$ cat src/hdl/epse_pkg.sv
package epse_pkg;

  // configuration register indexes
  localparam int CFG_IDX_W = 3;
  localparam logic [CFG_IDX_W-1:0] REG_ENABLE     = 3'd0;
  localparam logic [CFG_IDX_W-1:0] REG_MIN_PERIOD = 3'd1;
  localparam logic [CFG_IDX_W-1:0] REG_MAX_PERIOD = 3'd2;
  localparam logic [CFG_IDX_W-1:0] REG_PPR        = 3'd3;
  localparam logic [CFG_IDX_W-1:0] REG_DIST       = 3'd4;

  // reset values of the configuration registers
  localparam logic [31:0] RST_MIN_PERIOD = 32'h0000_0000;
  localparam logic [31:0] RST_MAX_PERIOD = 32'hFFFF_FFFF;
  localparam logic [15:0] RST_PPR        = 16'd20;
  localparam logic [31:0] RST_DIST       = 32'h0001_0000;

  // arithmetic constants
  localparam int K_MILLI   = 1000;
  localparam int K_W       = 10;
  localparam int EMA_OLD   = 7;
  localparam int EMA_NEW   = 3;
  localparam int EMA_DIV   = 10;
  localparam int MIX_W     = 36;
  localparam int QUO_W     = 32;
  localparam int DIV_STEPS = 32;
  localparam int STEP_W    = 5;

  // divide by ten of the blend: 2^32 = 10 * EMA_HI_Q + EMA_HI_R, and the
  // low part is halved and divided by five through its reciprocal
  localparam logic [31:0] EMA_HI_Q     = 32'd429496729;
  localparam int          EMA_HI_R     = 6;
  localparam logic [31:0] EMA_RECIP    = 32'hCCCC_CCCD;
  localparam int          EMA_RECIP_SH = 34;

  typedef struct packed {
    logic        enable;
    logic [31:0] min_period_us;
    logic [31:0] max_period_us;
    logic [15:0] pulses_per_rev;
    logic [31:0] dist_per_pulse;
  } cfg_t;

  typedef struct packed {
    logic start;      // request accepted, update counters
    logic mul_dist;   // dist_per_pulse * 1000
    logic mul_cnt;    // times accepted count
    logic check;      // saturation test and divider load
    logic div_step;   // one restoring division step
    logic mix;        // blend of old and raw speed
    logic fold;       // split the blend for the divide by ten
    logic recip;      // reciprocal multiply by one fifth
    logic speed_take; // commit new speed
    logic out_load;   // load the result register
  } cmd_t;

  typedef struct packed {
    logic calc_pending;
    logic raw_sat;
  } status_t;

endpackage

$ cat src/hdl/epse_ctrl.sv
module epse_ctrl import epse_pkg::*; (
  input  logic    clk_i,
  input  logic    rst_ni,
  input  logic    in_valid_i,
  output logic    in_ready_o,
  output logic    out_valid_o,
  input  logic    out_ready_i,
  input  status_t status_i,
  output cmd_t    cmd_o
);

  typedef enum logic [3:0] {
    S_IDLE,
    S_EVAL,
    S_MUL,
    S_CHECK,
    S_DIV_RAW,
    S_MIX,
    S_FOLD,
    S_RECIP,
    S_UPDATE,
    S_OUT
  } state_e;

  state_e              state_q, state_d;
  logic [STEP_W-1:0]   step_q, step_d;
  logic                out_valid_q, out_valid_d;
  logic                last_step;

  assign last_step   = (step_q == STEP_W'(DIV_STEPS - 1));
  assign in_ready_o  = (state_q == S_IDLE);
  assign out_valid_o = out_valid_q;

  always_comb begin
    state_d     = state_q;
    step_d      = step_q;
    out_valid_d = out_valid_q;
    cmd_o       = '0;

    if (out_valid_q && out_ready_i) begin
      out_valid_d = 1'b0;
    end

    case (state_q)
      S_IDLE: begin
        if (in_valid_i) begin
          cmd_o.start = 1'b1;
          state_d     = S_EVAL;
        end
      end
      S_EVAL: begin
        cmd_o.mul_dist = 1'b1;
        state_d        = status_i.calc_pending ? S_MUL : S_OUT;
      end
      S_MUL: begin
        cmd_o.mul_cnt = 1'b1;
        state_d       = S_CHECK;
      end
      S_CHECK: begin
        cmd_o.check = 1'b1;
        step_d      = '0;
        state_d     = status_i.raw_sat ? S_MIX : S_DIV_RAW;
      end
      S_DIV_RAW: begin
        cmd_o.div_step = 1'b1;
        step_d         = step_q + STEP_W'(1);
        if (last_step) begin
          state_d = S_MIX;
        end
      end
      S_MIX: begin
        cmd_o.mix = 1'b1;
        state_d   = S_FOLD;
      end
      S_FOLD: begin
        cmd_o.fold = 1'b1;
        state_d    = S_RECIP;
      end
      S_RECIP: begin
        cmd_o.recip = 1'b1;
        state_d     = S_UPDATE;
      end
      S_UPDATE: begin
        cmd_o.speed_take = 1'b1;
        state_d          = S_OUT;
      end
      S_OUT: begin
        if (!out_valid_q || out_ready_i) begin
          cmd_o.out_load = 1'b1;
          out_valid_d    = 1'b1;
          state_d        = S_IDLE;
        end
      end
      default: begin
        state_d = S_IDLE;
      end
    endcase
  end

  always_ff @(posedge clk_i or negedge rst_ni) begin
    if (!rst_ni) begin
      state_q     <= S_IDLE;
      step_q      <= '0;
      out_valid_q <= 1'b0;
    end else begin
      state_q     <= state_d;
      step_q      <= step_d;
      out_valid_q <= out_valid_d;
    end
  end

endmodule

$ cat src/hdl/epse_dp.sv
module epse_dp import epse_pkg::*; #(
  parameter int PERIOD_BITS = 32,
  parameter int PPR_BITS    = 16
) (
  input  logic        clk_i,
  input  logic        rst_ni,
  input  cfg_t        cfg_i,
  input  cmd_t        cmd_i,
  output status_t     status_o,
  input  logic [31:0] period_us_i,
  input  logic        healthy_i,
  output logic [31:0] speed_o,
  output logic        updated_o,
  output logic [31:0] total_pulses_o,
  output logic [31:0] healthy_pulses_o,
  output logic [31:0] revolutions_o
);

  localparam int SUM_W   = PERIOD_BITS + PPR_BITS;
  localparam int PROD1_W = 32 + K_W;
  localparam int NUM_W   = PROD1_W + PPR_BITS;
  localparam int HI_W    = NUM_W - QUO_W;
  localparam int CMP_W   = (HI_W > SUM_W) ? HI_W : SUM_W;
  localparam int REM_W   = SUM_W + 1;
  localparam int MHI_W   = MIX_W - QUO_W;
  localparam int FOLD_W  = QUO_W + 1;
  localparam int RPROD_W = 2 * QUO_W;

  // state of the estimator
  logic [PPR_BITS-1:0] rev_cnt_q, acc_q;
  logic [SUM_W-1:0]    sum_q;
  logic [31:0]         speed_q, total_q, healthy_q, revs_q;
  logic                upd_q, calc_q, sat_q;

  // working registers of the speed calculation
  logic [SUM_W-1:0]    snap_sum_q, rem_q, divisor_q;
  logic [PPR_BITS-1:0] snap_cnt_q;
  logic [PROD1_W-1:0]  prod1_q;
  logic [NUM_W-1:0]    num_q;
  logic [QUO_W-1:0]    quo_q;
  logic [MIX_W-1:0]    mix_q;
  logic [QUO_W-1:0]    fold_q, hi_part_q;
  logic [RPROD_W-1:0]  recip_q;

  logic [31:0]         period_ext;
  logic                in_win, boundary;
  logic [SUM_W:0]      sum_add;
  logic [SUM_W-1:0]    sum_sat, sum_take;
  logic [PPR_BITS-1:0] acc_inc, acc_take;
  logic [15:0]         ppr_m1;
  logic [HI_W-1:0]     num_hi;
  logic                raw_sat;
  logic [QUO_W-1:0]    raw_sel;
  logic [MIX_W-1:0]    mix;
  logic [MHI_W-1:0]    mix_hi;
  logic [FOLD_W-1:0]   fold_sum;
  logic [REM_W-1:0]    rem_sh, rem_sub;
  logic                ge;

  assign period_ext = 32'(period_us_i[PERIOD_BITS-1:0]);
  assign in_win     = healthy_i && (period_ext > cfg_i.min_period_us)
                      && (period_ext < cfg_i.max_period_us);
  assign sum_add    = {1'b0, sum_q} + REM_W'(period_us_i[PERIOD_BITS-1:0]);
  assign sum_sat    = sum_add[SUM_W] ? '1 : sum_add[SUM_W-1:0];
  assign sum_take   = in_win ? sum_sat : sum_q;
  assign acc_inc    = (acc_q == '1) ? acc_q : acc_q + PPR_BITS'(1);
  assign acc_take   = in_win ? acc_inc : acc_q;
  assign ppr_m1     = cfg_i.pulses_per_rev - 16'd1;
  assign boundary   = (rev_cnt_q == ppr_m1[PPR_BITS-1:0]);

  // quotient overflows 32 bits exactly when the upper part reaches the divisor
  assign num_hi  = num_q[NUM_W-1:QUO_W];
  assign raw_sat = (CMP_W'(num_hi) >= CMP_W'(snap_sum_q));

  assign raw_sel = sat_q ? '1 : quo_q;
  assign mix     = MIX_W'(speed_q) * MIX_W'(EMA_OLD) + MIX_W'(raw_sel) * MIX_W'(EMA_NEW);

  // blend below ten times 2^32: fold the upper bits into the lower word
  assign mix_hi   = mix_q[MIX_W-1:QUO_W];
  assign fold_sum = FOLD_W'(mix_q[QUO_W-1:0]) + FOLD_W'(mix_hi) * FOLD_W'(EMA_HI_R);

  // restoring division, one quotient bit per step
  assign rem_sh  = {rem_q, quo_q[QUO_W-1]};
  assign ge      = (rem_sh >= {1'b0, divisor_q});
  assign rem_sub = rem_sh - {1'b0, divisor_q};

  assign status_o.calc_pending = calc_q;
  assign status_o.raw_sat      = raw_sat;

  always_ff @(posedge clk_i or negedge rst_ni) begin
    if (!rst_ni) begin
      rev_cnt_q <= '0;
      acc_q     <= '0;
      sum_q     <= '0;
      speed_q   <= '0;
      total_q   <= '0;
      healthy_q <= '0;
      revs_q    <= '0;
      upd_q     <= 1'b0;
      calc_q    <= 1'b0;
      sat_q     <= 1'b0;
    end else begin
      if (cmd_i.start) begin
        upd_q  <= 1'b0;
        calc_q <= 1'b0;
        if (cfg_i.enable) begin
          total_q <= total_q + 32'd1;
          if (in_win) begin
            healthy_q <= healthy_q + 32'd1;
          end
          if (boundary) begin
            revs_q    <= revs_q + 32'd1;
            rev_cnt_q <= '0;
            sum_q     <= '0;
            acc_q     <= '0;
            calc_q    <= (sum_take != '0) && (acc_take != '0);
          end else begin
            rev_cnt_q <= rev_cnt_q + PPR_BITS'(1);
            sum_q     <= sum_take;
            acc_q     <= acc_take;
          end
        end
      end
      if (cmd_i.check) begin
        sat_q <= raw_sat;
      end
      if (cmd_i.speed_take) begin
        speed_q <= hi_part_q + QUO_W'(recip_q[RPROD_W-1:EMA_RECIP_SH]);
        upd_q   <= 1'b1;
      end
    end
  end

  // datapath payload, no reset needed
  always_ff @(posedge clk_i) begin
    if (cmd_i.start) begin
      snap_sum_q <= sum_take;
      snap_cnt_q <= acc_take;
    end
    if (cmd_i.mul_dist) begin
      prod1_q <= PROD1_W'(cfg_i.dist_per_pulse) * PROD1_W'(K_MILLI);
    end
    if (cmd_i.mul_cnt) begin
      num_q <= NUM_W'(prod1_q) * NUM_W'(snap_cnt_q);
    end
    if (cmd_i.check) begin
      rem_q     <= SUM_W'(num_hi);
      quo_q     <= num_q[QUO_W-1:0];
      divisor_q <= snap_sum_q;
    end
    if (cmd_i.div_step) begin
      rem_q <= ge ? rem_sub[SUM_W-1:0] : rem_sh[SUM_W-1:0];
      quo_q <= {quo_q[QUO_W-2:0], ge};
    end
    if (cmd_i.mix) begin
      mix_q <= mix;
    end
    if (cmd_i.fold) begin
      fold_q    <= fold_sum[FOLD_W-1:1];
      hi_part_q <= QUO_W'(mix_hi) * EMA_HI_Q;
    end
    if (cmd_i.recip) begin
      recip_q <= RPROD_W'(fold_q) * RPROD_W'(EMA_RECIP);
    end
    if (cmd_i.out_load) begin
      speed_o          <= speed_q;
      updated_o        <= upd_q;
      total_pulses_o   <= total_q;
      healthy_pulses_o <= healthy_q;
      revolutions_o    <= revs_q;
    end
  end

endmodule

$ cat src/hdl/encoder_period_speed_estimator_core.sv
// encoder period speed estimator
// input channel (in_valid_i/in_ready_o) takes one pulse request: its period in
// microseconds and a health flag. every request gives exactly one result on the
// output channel (out_valid_o/out_ready_i): smoothed speed, an updated flag and
// the pulse, in-window and revolution counters after that pulse.
// configuration port (cfg_valid_i/cfg_ready_o, cfg_index_i, cfg_data_i) is
// always ready; write it only while no request is in flight.
// sequence: a pulse with no fresh estimate goes from acceptance through the
// evaluation step to the hand-over. a revolution pulse with a fresh estimate
// runs the distance and count multiplies, a saturation check, 32 steps of the
// restoring divider for the raw speed, a blend and the divide by ten (fold,
// reciprocal multiply, commit), then the hand-over. a saturated raw speed
// skips the divider.
// requests: one at a time; in_ready_o rises with the result, so a new request
// is taken only once the last one is handed over. a stalled receiver holds
// the sequencer at the hand-over while a result waits, so the next request
// waits as well.
// reset clears the counters, accumulators and speed, empties the output
// register and loads the configuration defaults (disabled, window open, 20
// pulses per revolution, 1.0 mm per pulse).
module encoder_period_speed_estimator_core import epse_pkg::*; #(
  parameter int PERIOD_BITS = 32,
  parameter int PPR_BITS    = 16
) (
  input  logic                 clk_i,
  input  logic                 rst_ni,
  input  logic                 cfg_valid_i,
  output logic                 cfg_ready_o,
  input  logic [CFG_IDX_W-1:0] cfg_index_i,
  input  logic [31:0]          cfg_data_i,
  input  logic                 in_valid_i,
  output logic                 in_ready_o,
  input  logic [31:0]          period_us_i,
  input  logic                 healthy_i,
  output logic                 out_valid_o,
  input  logic                 out_ready_i,
  output logic [31:0]          speed_o,
  output logic                 updated_o,
  output logic [31:0]          total_pulses_o,
  output logic [31:0]          healthy_pulses_o,
  output logic [31:0]          revolutions_o
);

  cfg_t    cfg_q;
  cmd_t    cmd;
  status_t status;
  logic    cfg_write;
  logic    in_accept;

  assign cfg_ready_o = 1'b1;
  assign cfg_write   = cfg_valid_i && cfg_ready_o;
  assign in_accept   = in_valid_i && in_ready_o;

  // configuration registers; writes to unused indexes are dropped
  always_ff @(posedge clk_i or negedge rst_ni) begin
    if (!rst_ni) begin
      cfg_q.enable         <= 1'b0;
      cfg_q.min_period_us  <= RST_MIN_PERIOD;
      cfg_q.max_period_us  <= RST_MAX_PERIOD;
      cfg_q.pulses_per_rev <= RST_PPR;
      cfg_q.dist_per_pulse <= RST_DIST;
    end else if (cfg_write) begin
      case (cfg_index_i)
        REG_ENABLE:     cfg_q.enable         <= cfg_data_i[0];
        REG_MIN_PERIOD: cfg_q.min_period_us  <= cfg_data_i;
        REG_MAX_PERIOD: cfg_q.max_period_us  <= cfg_data_i;
        REG_PPR:        cfg_q.pulses_per_rev <= cfg_data_i[15:0];
        REG_DIST:       cfg_q.dist_per_pulse <= cfg_data_i;
        default: begin
        end
      endcase
    end
  end

  // sequencer: accept, multiply, divide, blend, hand over
  epse_ctrl u_ctrl (
    .clk_i      (clk_i),
    .rst_ni     (rst_ni),
    .in_valid_i (in_valid_i),
    .in_ready_o (in_ready_o),
    .out_valid_o(out_valid_o),
    .out_ready_i(out_ready_i),
    .status_i   (status),
    .cmd_o      (cmd)
  );

  // counters, accumulators, multipliers, divider and result register
  epse_dp #(
    .PERIOD_BITS(PERIOD_BITS),
    .PPR_BITS   (PPR_BITS)
  ) u_dp (
    .clk_i           (clk_i),
    .rst_ni          (rst_ni),
    .cfg_i           (cfg_q),
    .cmd_i           (cmd),
    .status_o        (status),
    .period_us_i     (period_us_i),
    .healthy_i       (healthy_i),
    .speed_o         (speed_o),
    .updated_o       (updated_o),
    .total_pulses_o  (total_pulses_o),
    .healthy_pulses_o(healthy_pulses_o),
    .revolutions_o   (revolutions_o)
  );

  // one request in flight at a time
  assert property (@(posedge clk_i) disable iff (!rst_ni)
    in_accept |=> !in_ready_o)
    else $error("request accepted while previous one still in flight");

  // the result register is never overwritten while a result waits
  assert property (@(posedge clk_i) disable iff (!rst_ni)
    cmd.out_load |-> (!out_valid_o || out_ready_i))
    else $error("pending result overwritten");

  // loading the result register always presents it
  assert property (@(posedge clk_i) disable iff (!rst_ni)
    cmd.out_load |=> out_valid_o)
    else $error("loaded result not presented");

  // the datapath starts on exactly the accepted requests
  assert property (@(posedge clk_i) disable iff (!rst_ni)
    cmd.start == in_accept)
    else $error("datapath start out of step with the input handshake");

endmodule
$ cat config.mk
export PLATFORM = sky130hd
export DESIGN_NAME = encoder_period_speed_estimator_core
export DESIGN_NICKNAME = d
export VERILOG_FILES = /design/src/hdl/epse_pkg.sv /design/src/hdl/epse_ctrl.sv /design/src/hdl/epse_dp.sv /design/src/hdl/encoder_period_speed_estimator_core.sv
export SDC_FILE = /design/constraint.sdc
export NUM_CORES = 2
export LEC_CHECK = 0
export ABC_AREA = 1
export BUFFER_PORTS_ARGS = -buffer_cell sky130_fd_sc_hd__buf_4
export CORE_MARGIN = 3
export CORE_UTILIZATION = 45
export DETAILED_ROUTE_END_ITERATION = 12
export PLACE_DENSITY_LB_ADDON = 0.2
export SLEW_MARGIN = 20
export SYNTH_ARGS = -nofsm -noshare
export SYNTH_HDL_FRONTEND = slang
export SYNTH_HIERARCHICAL = 1
export SYNTH_SLANG_ARGS = --single-unit
$ cat constraint.sdc
create_clock -name clk_i -period 6.15 [get_ports clk_i]
set_input_delay 0.3075 -clock clk_i [delete_from_list [all_inputs] [get_ports clk_i]]
set_output_delay 0.3075 -clock clk_i [all_outputs]
set_load 0.01 [all_outputs]
; ---- Word-level counts from Yosys, hierarchy flattened
; Cells that the tools add are included.
[totals]
regBits = 913
in_bits = 73
out_inout_bits = 132
wordCells = 137
[classes]
n_addsub = 12
n_mul = 7
n_lt_le_gt_ge = 4
n_eq_ne = 19
muxes = 39
n_reduce_logical = 22
[ops]
columns = cell, n
row1 = two-way mux 48 bit, 6
row2 = adder 32 x 1 -> 32 bit (second input constant), 3
row3 = two-way mux 32 bit, 3
row4 = multiplier 32 x 32 -> 64 bit (second input constant), 1
row5 = two-way mux 16 bit, 4
row6 = multiplier 39 x 16 -> 55 bit, 1
row7 = adder 48 x 32 -> 49 bit, 1
row8 = >= comparator 49 x 48 -> 1 bit, 1
row9 = >= comparator 26 x 48 -> 1 bit, 1
row10 = nonzero test 48 bit, 1
row11 = subtractor 48 bit, 1
row12 = one-hot mux 4 bit (10 select lines), 1
row13 = multiplier 32 x 7 -> 39 bit (second input constant), 1
row14 = adder 35 x 34 -> 36 bit, 1
row15 = multiplier 32 x 3 -> 35 bit (second input constant), 1
row16 = multiplier 32 x 2 -> 34 bit (second input constant), 1
row17 = adder 32 x 7 -> 33 bit, 1
row18 = adder 16 x 1 -> 16 bit (second input constant), 2
row19 = adder 32 x 30 -> 32 bit, 1
row20 = greater-than comparator 32 bit, 1
row21 = less-than comparator 32 bit, 1
row22 = multiplier 4 x 29 -> 32 bit (second input constant), 1
row23 = two-way mux 1 bit, 20
row24 = == test 16 bit, 1
row25 = 25 further kinds, 47

; ---- Depth between registers and ports, before layout
[depth]
depth_word = 8
ltp_mapped = 34
mapped_depth_nobuf = 32

; ---- Hierarchy
; The synthesis kept the hierarchy.
[by_module_without_submodules]
columns = mod, instances, cells_each, area_per_inst_um2, seq_area_each_um2
row1 = epse_dp, 1, 10043, 87285.0, 21495.6
row2 = encoder_period_speed_estimator_core, 1, 503, 4531.8, 2871.5
row3 = epse_ctrl, 1, 88, 616.8, 250.2

; ---- Worst setup path before layout
; No wires, ideal clock.
[synth_timing]
kind = flip-flop to flip-flop
start = register u_ctrl.state_q[3]
end = register u_dp.healthy_pulses_o[0] (enable)
setup_ns = 0.618
t_arrival_ns = 6.018
required_time_ns = 5.532
path_slack_ns = -0.486
stages_incl_launch_ff = 5
path_buffers = 0
period_less_slack_ns = 6.636
cell_sequence = dfrtp_1 -> inv_1 -> nor2_1 -> nand2_1 -> nor2_1
[synth_lines]
columns = item, line_no
row1 = from (decl), epse_ctrl.sv:25  ; state_e state_q, state_d;
row2 = from (signal assigned), epse_ctrl.sv:106  ; state_q <= state_d;
row3 = to (signal assigned), epse_dp.sv:169  ; healthy_pulses_o <= healthy_q;
row4 = to (decl), epse_dp.sv:15  ; output logic [31:0] healthy_pulses_o,

; ---- Worst setup path in the final report
[layout_timing]
start = register u_dp.fold_q[17]
end = register u_dp.recip_q[54], data pin
[layout_between]
elab_chain_cells = 1
[layout_lines]
columns = item, line_no
row1 = from (decl), epse_dp.sv:42  ; logic [QUO_W-1:0] fold_q, hi_part_q;
row2 = from (signal assigned), epse_dp.sv:159  ; fold_q <= fold_sum[FOLD_W-1:1];
row3 = multiplier 32 x 32 -> 64 bit, epse_dp.sv:163  ; recip_q <= RPROD_W'(fold_q) * RPROD_W'(EMA_RECIP);
row4 = to (signal assigned), epse_dp.sv:163
row5 = to (decl), epse_dp.sv:43  ; logic [RPROD_W-1:0] recip_q;
; No other way between the ends.
; A chain may end at the register's enable or synchronous reset.

==> flow_summary_export.csv <==
group,metric,value,unit
run_status,status,"finished with violations",
run_status,failed_checks,"negative setup slack",
synth,avgSynthCellArea,8.69,um2
hold_path,min-delay-start,"cfg_index_i[0]",
finish,design_area,112000,um2
job,cap_violations,0,
worst_setup_path,cp_cell_sequence,"buf_6, ha_4, inv_2, fa_1, inv_2, fa_1, inv_2, fa_2, inv_2, fa_2, fa_1, fa_2, fa_2, ha_4, a21oi_4, inv_2, a31oi_4, buf_4, o21a_1, o21ai_0, a221oi_1, o21ai_1, xor2_1",
global_route,grt_max_degree,118,
floorplanning,pin_count,205,
floorplanning,num_rows,165,
clock_tree,cts_max_level,3,
floorplanning,start_util,45.5,%
floorplanning,fp.coreArea,203000,um2
sta,worstMarginPinSlew,1.09,ns
synth,synth.distinct_cells,76,
drt,viasPerCell,5.12,
synth,synth_area,92400,um2
worst_setup_path,crit_family,"adder cells",
worst_setup_path,worstReg2RegStart,"u_dp/fold_q[17]$_DFFE_PP_",
floorplanning,die-area,211000,um2
drt,drtAntennaViolNets,0,
drt,drt-total-wl,284000,um
clock_tree,cts_sinks,874,
clock_tree,cts.path.max_buffers,3,
worst_setup_path,path_class,"reg -> reg",
synth,async_reset_ff_share,38.2,%
finish,post_layout_nonfiller_instances,14448,
drt,first_pass_iters,6,
worst_setup_path,worstPathRequired,6.67,ns
worst_setup_path,crit_top_cell,"inv_2",
synth,netlist_instances,10634,
sta,period_needed,6.66,ns
worst_setup_path,worst_setup_path_start_kind,"flop",
worst_setup_path,setup.worst_path.start,"u_dp/fold_q[17]$_DFFE_PP_",
global_route,grtUsageTotal,26.7,%
synth,synth_edf_count,540,
sta,fin_hold_ws,0.0839,ns
sta,fmax,150,MHz
synth,synth_top_area_share,24.3,%
worst_setup_path,crit_buf_inv,7,
worst_setup_path,cp_slowest_cell,"fa_2",
sta,hold_viol,0,
sta,post-route-period-util,108,%
sta,layout_setup_ws,-0.505,ns
floorplanning,dieWidth,459,um
floorplanning,die_y,459,um
placement,io_buffer_count,203,
sta,slew_headroom,27.4,%
worst_setup_path,endpoint_kind,"flop",
finish,area_growth,21.6,%
worst_setup_path,max_stage_delay,0.57,ns
drt,drc_errors,0,
worst_setup_path,arrival,7.17,ns
synth,synthTopCellsByArea,"fa_1, edfxtp_1, ha_1",
global_route,antenna_found_initial,2,
global_route,grt_first_pass_wirelength,436000,um
global_route,grt.overflow.total,0,
drt,first_iter_violations,4698,
worst_setup_path,cp_max_fo,3,
placement,gp_congestion,0.988,
clock_tree,numCtsBuffers,103,
drt,num_vias,74019,
synth,ys.flop_type,"edfxtp_1",
clock_tree,cts_tree,"done",
finish,mostFrequentLayoutCells,"nand2_1, inv_1, fa_1",
sta,finalSetupViolations,36,
sta,rsz0062_at_grt,"yes",
finish,final_util,55.3,%
global_route,grt_pass1_vias,76960,
clock_tree,clk_latency,0.78,ns
finish,drive_above_1_share,18.6,%
sta,skew,0.0762,ns
synth,ys_warn_count,6,
placement,placed_cell_area,103000,um2
synth,synth_area_leader_cell,"fa_1",
clock_tree,path_clk_slew,0.07,ns
drt,post_drt_wl_per_cell,19.6,um
sta,drv_slew,0,
synth,ys_seq_area_share,26.6,%
placement,hpwl,230000,um
finish,final_common_cell,"nand2_1",
finish,nNetsFinal,13700,
placement,post-place-cells,14028,
clock_tree,cts_root_buf,"clkbuf_16",
synth,ys_ff_latch,874,
synth,synth_nets,12651,
hold_path,hold_path_class,"in -> reg",
==> path summary, 6_finish.rpt <==
kind                                                 to  slack [ns]  cells past startpoint
setup / recovery             u_dp/recip_q[54]$_DFFE_PP_       -0.51                     23
min in group asynchronous          cfg_q[0]$_DFFE_PN0P_        0.15                      2
setup reg to reg             u_dp/recip_q[54]$_DFFE_PP_       -0.51                     23
hold / removal                    cfg_q[45]$_DFFE_PN0P_        0.08                      5
max in group asynchronous   u_dp/revs_q[17]$_DFFE_PN0P_        4.68                      3
hold reg to reg            u_dp/divisor_q[45]$_DFFE_PP_        0.44                      0
==> layout make-up <==
type / instances / area (um2)
fill: 18140 / 90700
multi-input combinational: 7137 / 61500
sequential: 874 / 24600
timing repair buffer: 1201 / 10500
inverter: 2366 / 8900
tap: 2672 / 3340
clock buffer: 128 / 2830
clock inverter: 68 / 713
antenna: 2 / 5.00
==> tightest hold or removal path, stage by stage <==
cell and delay [ns]:
buf_4 0.14, nand2_1 0.13, nor2_4 0.10, nand2_1 0.06, nand2_1 0.04
==> flip-flops by register name, summed over array words and instances (netlist names), 35 cells and up <==
name	count
u_dp/rem_q	48
u_dp/prod1_q	39
u_dp/snap_sum_q	48
u_dp/mix_q	35
u_dp/sum_q	48
u_dp/divisor_q	48
cfg_q	113
u_dp/num_q	55
==> metrics by stage <==
stage	worst slack [ns]	setup TNS, ns
2_1_floorplan	0.00627	0
5_1_grt	-0.716	-16.30
4_1_cts	-0.425	-7.21
6_report	-0.505	-8.34
3_5_place_dp	-0.588	-15.52
3_3_place_gp	-0.575	-14.49
==> per-layer routing <==
layer / vias up / GRT usage (%) / wire length, um
met2: 1973 / 46.9 / 141000
met1: 36429 / 33.5 / 115000
li1: 35044 / - / -
met5: - / 0 / 0
met4: 0 / 10.5 / 14000
met3: 573 / 3.04 / 13100
==> cells by family after synthesis <==
logic type / after synthesis / synth area share, %
flops: 874 / 26.6
buf+inv: 2623 / 10.8
mux: 1 / 0.0122
compound gates: 1061 / 6.50
xor+xnor: 448 / 4.24
other cells: 1 / 0.00406
simple gates: 3682 / 16.4
fa+ha+maj: 1944 / 35.4
==> Yosys cell counts (7+ instances only) <==
library cell,number
nand2_1,2455
inv_1,2358
fa_1,1121
ha_1,823
nor2_1,559
edfxtp_1,540
a21oi_1,440
nand3_1,343
o21ai_0,306
dfrtp_1,299
xor2_1,275
clkbuf_1,187
xnor2_1,173
nor3_1,88
a31oi_1,85
nand4_1,73
or2_2,50
buf_2,48
dfstp_2,35
a22o_1,33
nor4_1,33
o21a_1,28
a21o_1,27
o21bai_1,26
o211ai_1,20
o22ai_1,20
a21boi_0,17
o21ai_1,16
nor2_2,15
nand3b_1,11
nor2_4,11
a221oi_1,10
a211oi_1,8
buf_4,8
nand2_2,8
inv_2,7
==> timing repair <==
action	4_1_cts	5_1_grt
setup buffers	69	112
pin swaps	181	430
setup endpoints to repair	57	68
hold buffers	52	0
cloned	6	7
gates resized for setup	401	625
hold endpoints to repair	197	0
Power is left out: the tool's default activity adds up to more than one toggle a clock period on the data nets, which glitch-free logic cannot reach.
